## src/ltwid_pkg.sv

```systemverilog
// Package of the layer tile work item decoder: constants, codes and the
// structs passed between stages. Depends on nothing.
`default_nettype none

package ltwid_pkg;

  localparam int TILE_TOKENS    = 512;
  localparam int TILE_SHIFT     = $clog2(TILE_TOKENS);
  localparam int MAX_TOKENS     = 32768;
  localparam int LAYER_COUNT    = 48;
  localparam int HIDDEN_BUFFERS = 2;
  localparam int FULL_PERIOD    = 4;

  localparam int ORD_W    = 12;
  localparam int TOK_W    = 16;
  localparam int TILES_W  = 7;   // tile count, 1..64
  localparam int LAYER_W  = 6;
  localparam int TILE_W   = 6;
  localparam int POS_W    = 15;
  localparam int COUNT_W  = 10;
  localparam int TOTAL_W  = 12;
  localparam int ERR_W    = 3;

  // Restoring divider: quotient is the layer, remainder the tile.
  localparam int QUO_W              = LAYER_W;
  localparam int REM_W              = ORD_W + 1;
  localparam int DIV_STAGES         = 3;
  localparam int DIV_STEPS_PER_STAGE = QUO_W / DIV_STAGES;

  localparam int ADDR_W = 4;
  localparam int DATA_W = 32;

  typedef enum logic [ERR_W-1:0] {
    ERR_OK             = 3'd0,
    ERR_BUILD_DISABLED = 3'd1,
    ERR_PROMPT_ZERO    = 3'd2,
    ERR_CAPACITY       = 3'd3,
    ERR_ORDINAL        = 3'd4
  } err_e;

  typedef enum logic [1:0] {
    REG_BUILD_ENABLED   = 2'd0,
    REG_PROMPT_TOKENS   = 2'd1,
    REG_HIDDEN_CAPACITY = 2'd2
  } reg_e;

  typedef struct packed {
    logic             build_enabled;
    logic [TOK_W-1:0] prompt_tokens;
    logic [TOK_W-1:0] hidden_capacity;
  } cfg_t;

  typedef struct packed {
    err_e               err;
    logic [REM_W-1:0]   rem;
    logic [REM_W-1:0]   dvs;
    logic [QUO_W-1:0]   quo;
    logic [TILES_W-1:0] tiles;
    logic [TOTAL_W-1:0] total;
  } pipe_t;

  typedef struct packed {
    logic               item_valid;
    err_e               error_code;
    logic [LAYER_W-1:0] layer_num;
    logic [TILE_W-1:0]  tile_num;
    logic [POS_W-1:0]   start_pos;
    logic [COUNT_W-1:0] tile_len;
    logic               input_buffer;
    logic               output_buffer;
    logic               first_tile;
    logic               last_tile;
    logic               full_attention;
    logic [TOTAL_W-1:0] total_items;
  } res_t;

endpackage

`default_nettype wire

```

## src/ltwid_cfg.sv

```systemverilog
// Configuration registers of the layer tile work item decoder on an APB-style port.
// Depends on ltwid_pkg.
`default_nettype none

module ltwid_cfg (
  input  logic                      clk_i,
  input  logic                      rst_ni,
  input  logic                      psel,
  input  logic                      penable,
  input  logic                      pwrite,
  input  logic [ltwid_pkg::ADDR_W-1:0] paddr,
  input  logic [ltwid_pkg::DATA_W-1:0] pwdata,
  output logic [ltwid_pkg::DATA_W-1:0] prdata,
  output ltwid_pkg::cfg_t           cfg_o
);

  ltwid_pkg::cfg_t  cfg_q, cfg_d;
  ltwid_pkg::reg_e  sel;
  logic             wr_en;

  assign sel   = ltwid_pkg::reg_e'(paddr[3:2]);
  assign wr_en = psel && penable && pwrite;

  always_comb begin
    cfg_d = cfg_q;
    if (wr_en) begin
      unique case (sel)
        ltwid_pkg::REG_BUILD_ENABLED:   cfg_d.build_enabled   = pwdata[0];
        ltwid_pkg::REG_PROMPT_TOKENS:   cfg_d.prompt_tokens   = pwdata[ltwid_pkg::TOK_W-1:0];
        ltwid_pkg::REG_HIDDEN_CAPACITY: cfg_d.hidden_capacity = pwdata[ltwid_pkg::TOK_W-1:0];
        default: ;
      endcase
    end
  end

  always_comb begin
    unique case (sel)
      ltwid_pkg::REG_BUILD_ENABLED:
        prdata = ltwid_pkg::DATA_W'(cfg_q.build_enabled);
      ltwid_pkg::REG_PROMPT_TOKENS:
        prdata = ltwid_pkg::DATA_W'(cfg_q.prompt_tokens);
      ltwid_pkg::REG_HIDDEN_CAPACITY:
        prdata = ltwid_pkg::DATA_W'(cfg_q.hidden_capacity);
      default:
        prdata = '0;
    endcase
  end

  always_ff @(posedge clk_i or negedge rst_ni) begin
    if (!rst_ni) begin
      cfg_q.build_enabled   <= 1'b1;
      cfg_q.prompt_tokens   <= '0;
      cfg_q.hidden_capacity <= '0;
    end else begin
      cfg_q <= cfg_d;
    end
  end

  assign cfg_o = cfg_q;

endmodule

`default_nettype wire

```

## src/ltwid_front.sv

```systemverilog
// Entry stage: checks the configuration, derives tile and item counts and
// loads the divider. Depends on ltwid_pkg.
`default_nettype none

module ltwid_front (
  input  logic                        clk_i,
  input  logic                        rst_ni,
  input  logic                        valid_i,
  input  logic [ltwid_pkg::ORD_W-1:0] ordinal_i,
  input  ltwid_pkg::cfg_t             cfg_i,
  output logic                        valid_o,
  output ltwid_pkg::pipe_t            data_o
);

  logic                          valid_q;
  ltwid_pkg::pipe_t              data_q, data_d;
  logic [ltwid_pkg::TOK_W-1:0]   p_m1;
  logic [ltwid_pkg::TILES_W-1:0] tiles;
  logic [ltwid_pkg::TOTAL_W-1:0] total;
  logic                          cap_bad;

  assign p_m1    = cfg_i.prompt_tokens - ltwid_pkg::TOK_W'(1);
  assign tiles   = ltwid_pkg::TILES_W'(p_m1 >> ltwid_pkg::TILE_SHIFT) +
                   ltwid_pkg::TILES_W'(1);
  assign total   = ltwid_pkg::TOTAL_W'(32'(tiles) * ltwid_pkg::LAYER_COUNT);
  assign cap_bad = (32'(cfg_i.prompt_tokens) > 32'(ltwid_pkg::MAX_TOKENS)) ||
                   (cfg_i.hidden_capacity < cfg_i.prompt_tokens) ||
                   (32'(cfg_i.hidden_capacity) > 32'(ltwid_pkg::MAX_TOKENS));

  always_comb begin
    data_d.tiles = tiles;
    data_d.total = total;
    data_d.rem   = ltwid_pkg::REM_W'(ordinal_i);
    data_d.dvs   = ltwid_pkg::REM_W'(tiles) << (ltwid_pkg::QUO_W - 1);
    data_d.quo   = '0;
    if (!cfg_i.build_enabled) begin
      data_d.err   = ltwid_pkg::ERR_BUILD_DISABLED;
      data_d.total = '0;
    end else if (cfg_i.prompt_tokens == '0) begin
      data_d.err   = ltwid_pkg::ERR_PROMPT_ZERO;
      data_d.total = '0;
    end else if (cap_bad) begin
      data_d.err   = ltwid_pkg::ERR_CAPACITY;
      data_d.total = '0;
    end else if (ordinal_i >= total) begin
      data_d.err   = ltwid_pkg::ERR_ORDINAL;
    end else begin
      data_d.err   = ltwid_pkg::ERR_OK;
    end
  end

  always_ff @(posedge clk_i or negedge rst_ni) begin
    if (!rst_ni) begin
      valid_q <= 1'b0;
    end else begin
      valid_q <= valid_i;
    end
  end

  always_ff @(posedge clk_i) begin
    data_q <= data_d;
  end

  assign valid_o = valid_q;
  assign data_o  = data_q;

endmodule

`default_nettype wire

```

## src/ltwid_div_stage.sv

```systemverilog
// One stage of the restoring divider: a fixed number of quotient bits per
// stage, divisor shifted right after each. Depends on ltwid_pkg.
`default_nettype none

module ltwid_div_stage (
  input  logic             clk_i,
  input  logic             rst_ni,
  input  logic             valid_i,
  input  ltwid_pkg::pipe_t data_i,
  output logic             valid_o,
  output ltwid_pkg::pipe_t data_o
);

  logic                          valid_q;
  ltwid_pkg::pipe_t              data_q, data_d;
  logic [ltwid_pkg::REM_W-1:0]   rem;
  logic [ltwid_pkg::REM_W-1:0]   dvs;
  logic [ltwid_pkg::QUO_W-1:0]   quo;

  always_comb begin
    rem = data_i.rem;
    dvs = data_i.dvs;
    quo = data_i.quo;
    for (int s = 0; s < ltwid_pkg::DIV_STEPS_PER_STAGE; s++) begin
      if (rem >= dvs) begin
        rem = rem - dvs;
        quo = {quo[ltwid_pkg::QUO_W-2:0], 1'b1};
      end else begin
        quo = {quo[ltwid_pkg::QUO_W-2:0], 1'b0};
      end
      dvs = dvs >> 1;
    end
    data_d     = data_i;
    data_d.rem = rem;
    data_d.dvs = dvs;
    data_d.quo = quo;
  end

  always_ff @(posedge clk_i or negedge rst_ni) begin
    if (!rst_ni) begin
      valid_q <= 1'b0;
    end else begin
      valid_q <= valid_i;
    end
  end

  always_ff @(posedge clk_i) begin
    data_q <= data_d;
  end

  assign valid_o = valid_q;
  assign data_o  = data_q;

endmodule

`default_nettype wire

```

## src/ltwid_back.sv

```systemverilog
// Exit stage: builds the descriptor from layer and tile and registers the
// result beat. Depends on ltwid_pkg.
`default_nettype none

module ltwid_back (
  input  logic                        clk_i,
  input  logic                        rst_ni,
  input  logic                        valid_i,
  input  ltwid_pkg::pipe_t            data_i,
  input  logic [ltwid_pkg::TOK_W-1:0] prompt_tokens_i,
  output logic                        done_o,
  output ltwid_pkg::res_t             res_o
);

  logic                          done_q;
  ltwid_pkg::res_t               res_q, res_d;
  logic [ltwid_pkg::TILE_W-1:0]  tile;
  logic [ltwid_pkg::LAYER_W:0]   layer_p1;
  logic [ltwid_pkg::POS_W-1:0]   first;
  logic [ltwid_pkg::TOK_W-1:0]   left;

  assign tile     = data_i.rem[ltwid_pkg::TILE_W-1:0];
  assign layer_p1 = {1'b0, data_i.quo} + (ltwid_pkg::LAYER_W + 1)'(1);
  assign first    = ltwid_pkg::POS_W'(tile) << ltwid_pkg::TILE_SHIFT;
  assign left     = prompt_tokens_i - ltwid_pkg::TOK_W'(first);

  always_comb begin
    res_d             = '0;
    res_d.error_code  = data_i.err;
    res_d.total_items = data_i.total;
    if (data_i.err == ltwid_pkg::ERR_OK) begin
      res_d.item_valid     = 1'b1;
      res_d.layer_num      = data_i.quo;
      res_d.tile_num       = tile;
      res_d.start_pos      = first;
      res_d.tile_len       = (32'(left) < ltwid_pkg::TILE_TOKENS) ?
                             ltwid_pkg::COUNT_W'(left) :
                             ltwid_pkg::COUNT_W'(ltwid_pkg::TILE_TOKENS);
      res_d.input_buffer   = 1'(data_i.quo % ltwid_pkg::HIDDEN_BUFFERS);
      res_d.output_buffer  = 1'(layer_p1 % ltwid_pkg::HIDDEN_BUFFERS);
      res_d.first_tile     = (tile == '0);
      res_d.last_tile      = (ltwid_pkg::TILES_W'(tile) + ltwid_pkg::TILES_W'(1)) ==
                             data_i.tiles;
      res_d.full_attention = ((layer_p1 % ltwid_pkg::FULL_PERIOD) == '0);
    end
  end

  always_ff @(posedge clk_i or negedge rst_ni) begin
    if (!rst_ni) begin
      done_q <= 1'b0;
    end else begin
      done_q <= valid_i;
    end
  end

  always_ff @(posedge clk_i) begin
    res_q <= res_d;
  end

  assign done_o = done_q;
  assign res_o  = res_q;

endmodule

`default_nettype wire

```

## src/layer_tile_work_item_decoder.sv

```systemverilog
// Top level of the layer tile work item decoder: config port, entry stage,
// three divider stages and exit stage. Depends on ltwid_pkg and the ltwid_* modules.
`default_nettype none

// Decodes a work-item ordinal of a layer-major prefill pass into its tile
// descriptor (layer, tile, first token position, clipped token count,
// ping-pong buffer indices, first/last tile and full-attention flags, item
// count). An ordinal is taken on every clock edge where start is high; busy
// is always low, so a new beat can follow in every cycle. Each beat gives one
// result, shown for one cycle with done_o; the receiver cannot stall and must
// take it then. The beat passes one entry stage that checks the configuration
// and counts tiles, three stages of a restoring divider (two quotient bits
// each) that split the ordinal into layer and tile, and one exit stage that
// builds and holds the descriptor. Configuration errors and out-of-range
// ordinals still give a result, with item_valid_o low and error_code_o set.
// Write the registers only while no beat is in flight; registers are at byte
// addresses 0 (build_enabled), 4 (prompt_tokens) and 8 (hidden_capacity).

module layer_tile_work_item_decoder (
  input  logic                           clk_i,
  input  logic                           rst_ni,
  // command channel
  input  logic                           start,
  output logic                           busy,
  input  logic [ltwid_pkg::ORD_W-1:0]    ordinal_i,
  // result channel
  output logic                           done_o,
  output logic                           item_valid_o,
  output logic [ltwid_pkg::ERR_W-1:0]    error_code_o,
  output logic [ltwid_pkg::LAYER_W-1:0]  layer_num_o,
  output logic [ltwid_pkg::TILE_W-1:0]   tile_num_o,
  output logic [ltwid_pkg::POS_W-1:0]    start_pos_o,
  output logic [ltwid_pkg::COUNT_W-1:0]  tile_len_o,
  output logic                           input_buffer_o,
  output logic                           output_buffer_o,
  output logic                           first_tile_o,
  output logic                           last_tile_o,
  output logic                           full_attention_o,
  output logic [ltwid_pkg::TOTAL_W-1:0]  total_items_o,
  // configuration port
  input  logic                           psel,
  input  logic                           penable,
  input  logic                           pwrite,
  input  logic [ltwid_pkg::ADDR_W-1:0]   paddr,
  input  logic [ltwid_pkg::DATA_W-1:0]   pwdata,
  output logic [ltwid_pkg::DATA_W-1:0]   prdata,
  output logic                           pready
);

  ltwid_pkg::cfg_t  cfg;
  ltwid_pkg::res_t  res;
  logic             stg_valid [ltwid_pkg::DIV_STAGES+1];
  ltwid_pkg::pipe_t stg_data  [ltwid_pkg::DIV_STAGES+1];

  // Every stage advances each cycle; nothing can hold the pipeline.
  assign busy   = 1'b0;
  assign pready = 1'b1;

  ltwid_cfg u_cfg (
    .clk_i   (clk_i),
    .rst_ni  (rst_ni),
    .psel    (psel),
    .penable (penable),
    .pwrite  (pwrite),
    .paddr   (paddr),
    .pwdata  (pwdata),
    .prdata  (prdata),
    .cfg_o   (cfg)
  );

  // Check configuration, count tiles and items, load the divider.
  ltwid_front u_front (
    .clk_i     (clk_i),
    .rst_ni    (rst_ni),
    .valid_i   (start && !busy),
    .ordinal_i (ordinal_i),
    .cfg_i     (cfg),
    .valid_o   (stg_valid[0]),
    .data_o    (stg_data[0])
  );

  // Divide the ordinal by the tile count, two quotient bits per stage.
  for (genvar g = 0; g < ltwid_pkg::DIV_STAGES; g++) begin : g_div
    ltwid_div_stage u_div (
      .clk_i   (clk_i),
      .rst_ni  (rst_ni),
      .valid_i (stg_valid[g]),
      .data_i  (stg_data[g]),
      .valid_o (stg_valid[g+1]),
      .data_o  (stg_data[g+1])
    );
  end

  // Build the descriptor and drive the result beat.
  ltwid_back u_back (
    .clk_i           (clk_i),
    .rst_ni          (rst_ni),
    .valid_i         (stg_valid[ltwid_pkg::DIV_STAGES]),
    .data_i          (stg_data[ltwid_pkg::DIV_STAGES]),
    .prompt_tokens_i (cfg.prompt_tokens),
    .done_o          (done_o),
    .res_o           (res)
  );

  assign item_valid_o     = res.item_valid;
  assign error_code_o     = res.error_code;
  assign layer_num_o      = res.layer_num;
  assign tile_num_o       = res.tile_num;
  assign start_pos_o      = res.start_pos;
  assign tile_len_o       = res.tile_len;
  assign input_buffer_o   = res.input_buffer;
  assign output_buffer_o  = res.output_buffer;
  assign first_tile_o     = res.first_tile;
  assign last_tile_o      = res.last_tile;
  assign full_attention_o = res.full_attention;
  assign total_items_o    = res.total_items;

endmodule

`default_nettype wire

```

## config.mk

```make
export PLATFORM = sky130hd
export DESIGN_NAME = layer_tile_work_item_decoder
export DESIGN_NICKNAME = d
export VERILOG_FILES = /design/src/ltwid_pkg.sv /design/src/ltwid_cfg.sv /design/src/ltwid_front.sv /design/src/ltwid_div_stage.sv /design/src/ltwid_back.sv /design/src/layer_tile_work_item_decoder.sv
export SDC_FILE = /design/constraint.sdc
export NUM_CORES = 1
export LEC_CHECK = 0
export BUFFER_PORTS_ARGS = -buffer_cell sky130_fd_sc_hd__buf_2
export CAP_MARGIN = 30
export CORE_ASPECT_RATIO = 1.5
export CORE_MARGIN = 2
export CORE_UTILIZATION = 45
export CTS_BUF_LIST = sky130_fd_sc_hd__clkbuf_16
export DETAILED_ROUTE_END_ITERATION = 16
export PLACE_DENSITY = 0.68
export SETUP_SLACK_MARGIN = 0.2
export SYNTH_ARGS = -nofsm -noshare
export SYNTH_HDL_FRONTEND = slang
export SYNTH_SLANG_ARGS = --single-unit
```

## constraint.sdc

```tcl
create_clock -name clk_i -period 4.1 [get_ports clk_i]
set_clock_uncertainty 0.1 [all_clocks]
set_input_delay 0.205 -clock clk_i [delete_from_list [all_inputs] [get_ports clk_i]]
set_output_delay 0.205 -clock clk_i [all_outputs]
set_load 0.03 [all_outputs]
```

==> impl_metrics.yaml <==
outcome:
  status: "finished clean"
timing:
  finalSetupTns_ns: 0
  slew_headroom_pct: 43.9
  fin_worst_hold_slack_ns: 0.194
  min_period_ns: 4.04
  setup_viol: 0
  drv_slew: 0
  hold_viol: 0
  timing.fmax_mhz: 247
  period_share_pct: 98.6
  rsz0062_at_grt: "true"
  worst_slew_pin_slew_ns: 0.842
grt:
  grt_max_degree: 39
  grt_pass1_wl_um: 35800
  gr-total-overflow: 0
  gr-usage-all-layers_pct: 20.0
  antenna_found_initial: 0
  first_global_vias: 7550
setup_path:
  crit_start: "u_front.data_o[43]"
  path_cells: "inv_2 > ha_4 > inv_2 > fa_2 > a21o_1 > a21oi_2 > o21ai_1 > and3_1 > or3_4 > buf_4 > o21ai_0 > o21a_1 > ha_1 > and2_1 > a221oi_2 > and3_4 > inv_6 > mux2_4"
  worst-r2r-cell-count: 18
  critical_path_class: "flip-flop to flip-flop"
  critPathMaxStageDelay_ns: 0.40
  ff2ff_setup_slack_ns: 0.06
  critPathArrivalTime_ns: 4.33
  cp_slowest_cell: "or3_4"
  critical-path-top-delay-family: "simple AND/OR/NAND/NOR gates"
  endpoint_kind: "flip-flop"
  required_ns: 4.39
  endpoint: "g_div[0].u_div.data_o[48]"
  crit_top_cell: "inv_2"
  r2r_end: "g_div[0].u_div.data_o[48]"
  cp_num_cells: 18
  reg2reg_from: "u_front.data_o[43]"
  cp-start-kind: "flip-flop"
  crit_path_max_fanout: 8
  path_buf_inv: 4
clock_network:
  clk_path_buf_depth: 3
  cts_tree: "built"
  clock_latency_ns: 0.51
  cts_root_buf: "clkbuf_16"
  clock_sinks: 204
  htree_levels: 1
  clkTransAtPathRegs_ns: 0.06
  cts_made_buffers: 21
final_layout:
  finish.net_count: 1316
  drive_gt1_share_pct: 34.8
  area_growth_pct: 33.4
  nFillCells: 1676
  finalInstanceArea_sq_um: 12700
  antenna_cells: 0
power:
  total_power_uw: 12200
  power.density_nw_per_um2: 961
  p_leak_uw: 0.00583
  peakVddDrop_mv: 0.415
floorplanning:
  fp.dieArea_sq_um: 22300
  start_util_pct: 45.5
  boundaryPins: 147
  coreArea_sq_um: 20900
  rows: 65
  die_x_um: 123
  fp.dieH_um: 182
detailed_routing:
  ant_nets: 0
  dr.pass1.iters: 4
  drt_iter0_drc: 193
  vias_per_cell: 5.08
  drc: 0
  vias: 7418
  wl_per_cell_um: 15.8
  drt_wl_total_um: 23100
logic_synthesis:
  yosysWarnings: 0
  synthArstFlopShare_pct: 18.6
  synth_top_flop_cell: "dfxtp_1"
  avgSynthCellArea_sq_um: 10.3
  syn-cell-area_sq_um: 9510
  seq_area_frac_synth_pct: 44.9
  synth_seq_cells: 204
  ys_types: 81
  synth_enable_flop_cells: 0
  syn_inst: 925
hold_path:
  worstHoldPathCells: 4
  hold_class: "primary input to flip-flop"
placement:
  hpwl_um: 16300
  port_buffers: 97
  placed_area_sq_um: 10700
  place.gp.congestion: 0.856
run:
  maxCapViolCount: 0
[cell families after synthesis]
logic type,Yosys count,synth area share (%)
simple gates,224,12.7
flops,204,44.9
compound gates,181,13.2
buf+inv,128,6.64
fa+ha+maj,86,11.9
xor+xnor,53,5.12
mux,47,5.47
other cells,2,0.0789
[registers in the layout (all words and copies together), names as in the netlist]
signal               cells
g_div.u_div.data_o      98
g_div.u_div.valid_o      3
u_back.done_o            1
u_back.res_o            38
u_cfg.cfg_o             33
u_front.data_o          30
u_front.valid_o          1
[layout make-up]
type	count	area, sq um	area share (%)
Tap cell	268	335	2.64
Clock inverter	17	121	0.956
Inverter	79	302	2.38
Clock buffer	21	526	4.14
Multi-Input combinational cell	622	5350	42.2
Sequential cell	204	4290	33.8
Timing Repair Buffer	248	1770	13.9
[Yosys cell counts (2+ instances only)]
| master | number | area (sq um) |
|---|---|---|
| inv_1 | 75 | 282 |
| nand4b_1 | 3 | 26.3 |
| nor3_2 | 2 | 20.0 |
| nand2b_1 | 4 | 25.0 |
| o31ai_1 | 2 | 15.0 |
| nor2b_1 | 9 | 56.3 |
| and2_1 | 19 | 119 |
| ha_1 | 79 | 988 |
| nor4_2 | 3 | 37.5 |
| a21oi_1 | 35 | 175 |
| fa_1 | 7 | 140 |
| o211ai_1 | 2 | 15.0 |
| clkbuf_1 | 9 | 33.8 |
| o21ai_1 | 3 | 15.0 |
| buf_4 | 38 | 285 |
| o21ai_0 | 46 | 230 |
| or3_1 | 6 | 37.5 |
| xnor2_2 | 3 | 48.8 |
| dfxtp_1 | 166 | 3320 |
| inv_2 | 3 | 11.3 |
| nand2_1 | 54 | 203 |
| nor2_1 | 48 | 180 |
| nor3b_1 | 3 | 22.5 |
| a221oi_1 | 2 | 17.5 |
| a22o_1 | 15 | 131 |
| mux2_2 | 26 | 293 |
| xor2_1 | 16 | 140 |
| a21boi_0 | 5 | 37.5 |
| mux2i_1 | 7 | 70.1 |
| mux2_1 | 14 | 158 |
| or2_2 | 3 | 18.8 |
| nand4_1 | 10 | 62.6 |
| a211oi_1 | 6 | 45.0 |
| dfrtp_1 | 37 | 926 |
| a31oi_1 | 4 | 25.0 |
| xnor2_1 | 34 | 298 |
| and3_1 | 4 | 25.0 |
| nor3_1 | 19 | 95.1 |
| o21a_1 | 11 | 82.6 |
| o21bai_1 | 9 | 67.6 |
| conb_1 | 2 | 7.51 |
| nor4_1 | 12 | 75.1 |
| nand3_1 | 13 | 65.1 |
| a21o_1 | 20 | 150 |
[power by group]
part / switching (uW) / internal (uW) / total (uW)
clock: 802 / 1010 / 1810
combinational: 3560 / 3950 / 7510
sequential: 366 / 2510 / 2880
total: 4730 / 7470 / 12200
[layout by cell type (no fill, tap or decap), drive strengths merged, types with 12 or more instances in the layout]
cell type,instances
clkbuf,21
ha,79
a22o,15
nand2,54
a21o,20
nor3,21
o21a,12
dfxtp,166
mux2,40
a21oi,36
dfrtp,37
nand3,13
nor2,50
xnor2,37
buf,216
xor2,16
inv,84
dlygate4sd3,32
conb,31
o21ai,50
and2,19
nor4,16
[metrics by stage]
stage	utilization [%]	worst slack, ns	std cells
6_report	60.7	0.0560	1459
5_1_grt	60.7	-0.0699	1459
4_1_cts	58.0	0.000240	1433
3_5_place_dp	51.2	-0.0849	1328
3_3_place_gp	51.1	-0.0882	1327
2_1_floorplan	-	0.0232	954
[worst min-delay path by stage]
stage                                    from                        end  slack, ns
floorplan                              rst_ni     g_div[0].u_div.valid_o      -0.19
global placement    g_div[1].u_div.data_o[11]  g_div[2].u_div.data_o[11]       0.21
detailed placement   g_div[2].u_div.data_o[6]            u_back.res_o[6]       0.21
CTS                                  paddr[3]            u_cfg.cfg_o[22]       0.18
global route        g_div[0].u_div.data_o[20]  g_div[1].u_div.data_o[22]       0.23
finish                               paddr[3]            u_cfg.cfg_o[21]       0.19
[tightest hold or removal path, stage by stage]
cell	delay, ns
buf_2	0.13
nor3b_2	0.05
buf_4	0.21
o21ai_0	0.16
[metal layers]
| metal | global-route usage [%] | share of wire [%] | routed length [um] | vias up |
|---|---|---|---|---|
| li1 | - | - | - | 3660 |
| met1 | 20.8 | 37 | 8580 | 3515 |
| met2 | 38.5 | 55 | 12700 | 178 |
| met3 | 2.53 | 3.7 | 845 | 65 |
| met4 | 9.52 | 4.4 | 1020 | 0 |
| met5 | 0 | 0 | 0 | - |
[repair_timing]
item	CTS	global route
hold buffers	32	0
buffers inserted	35	26
hold endpoints to repair	83	0
pin swaps	44	61
resized for setup	48	72
setup endpoints to repair	27	29
No activity file was read; power rests on OpenSTA's default activity.
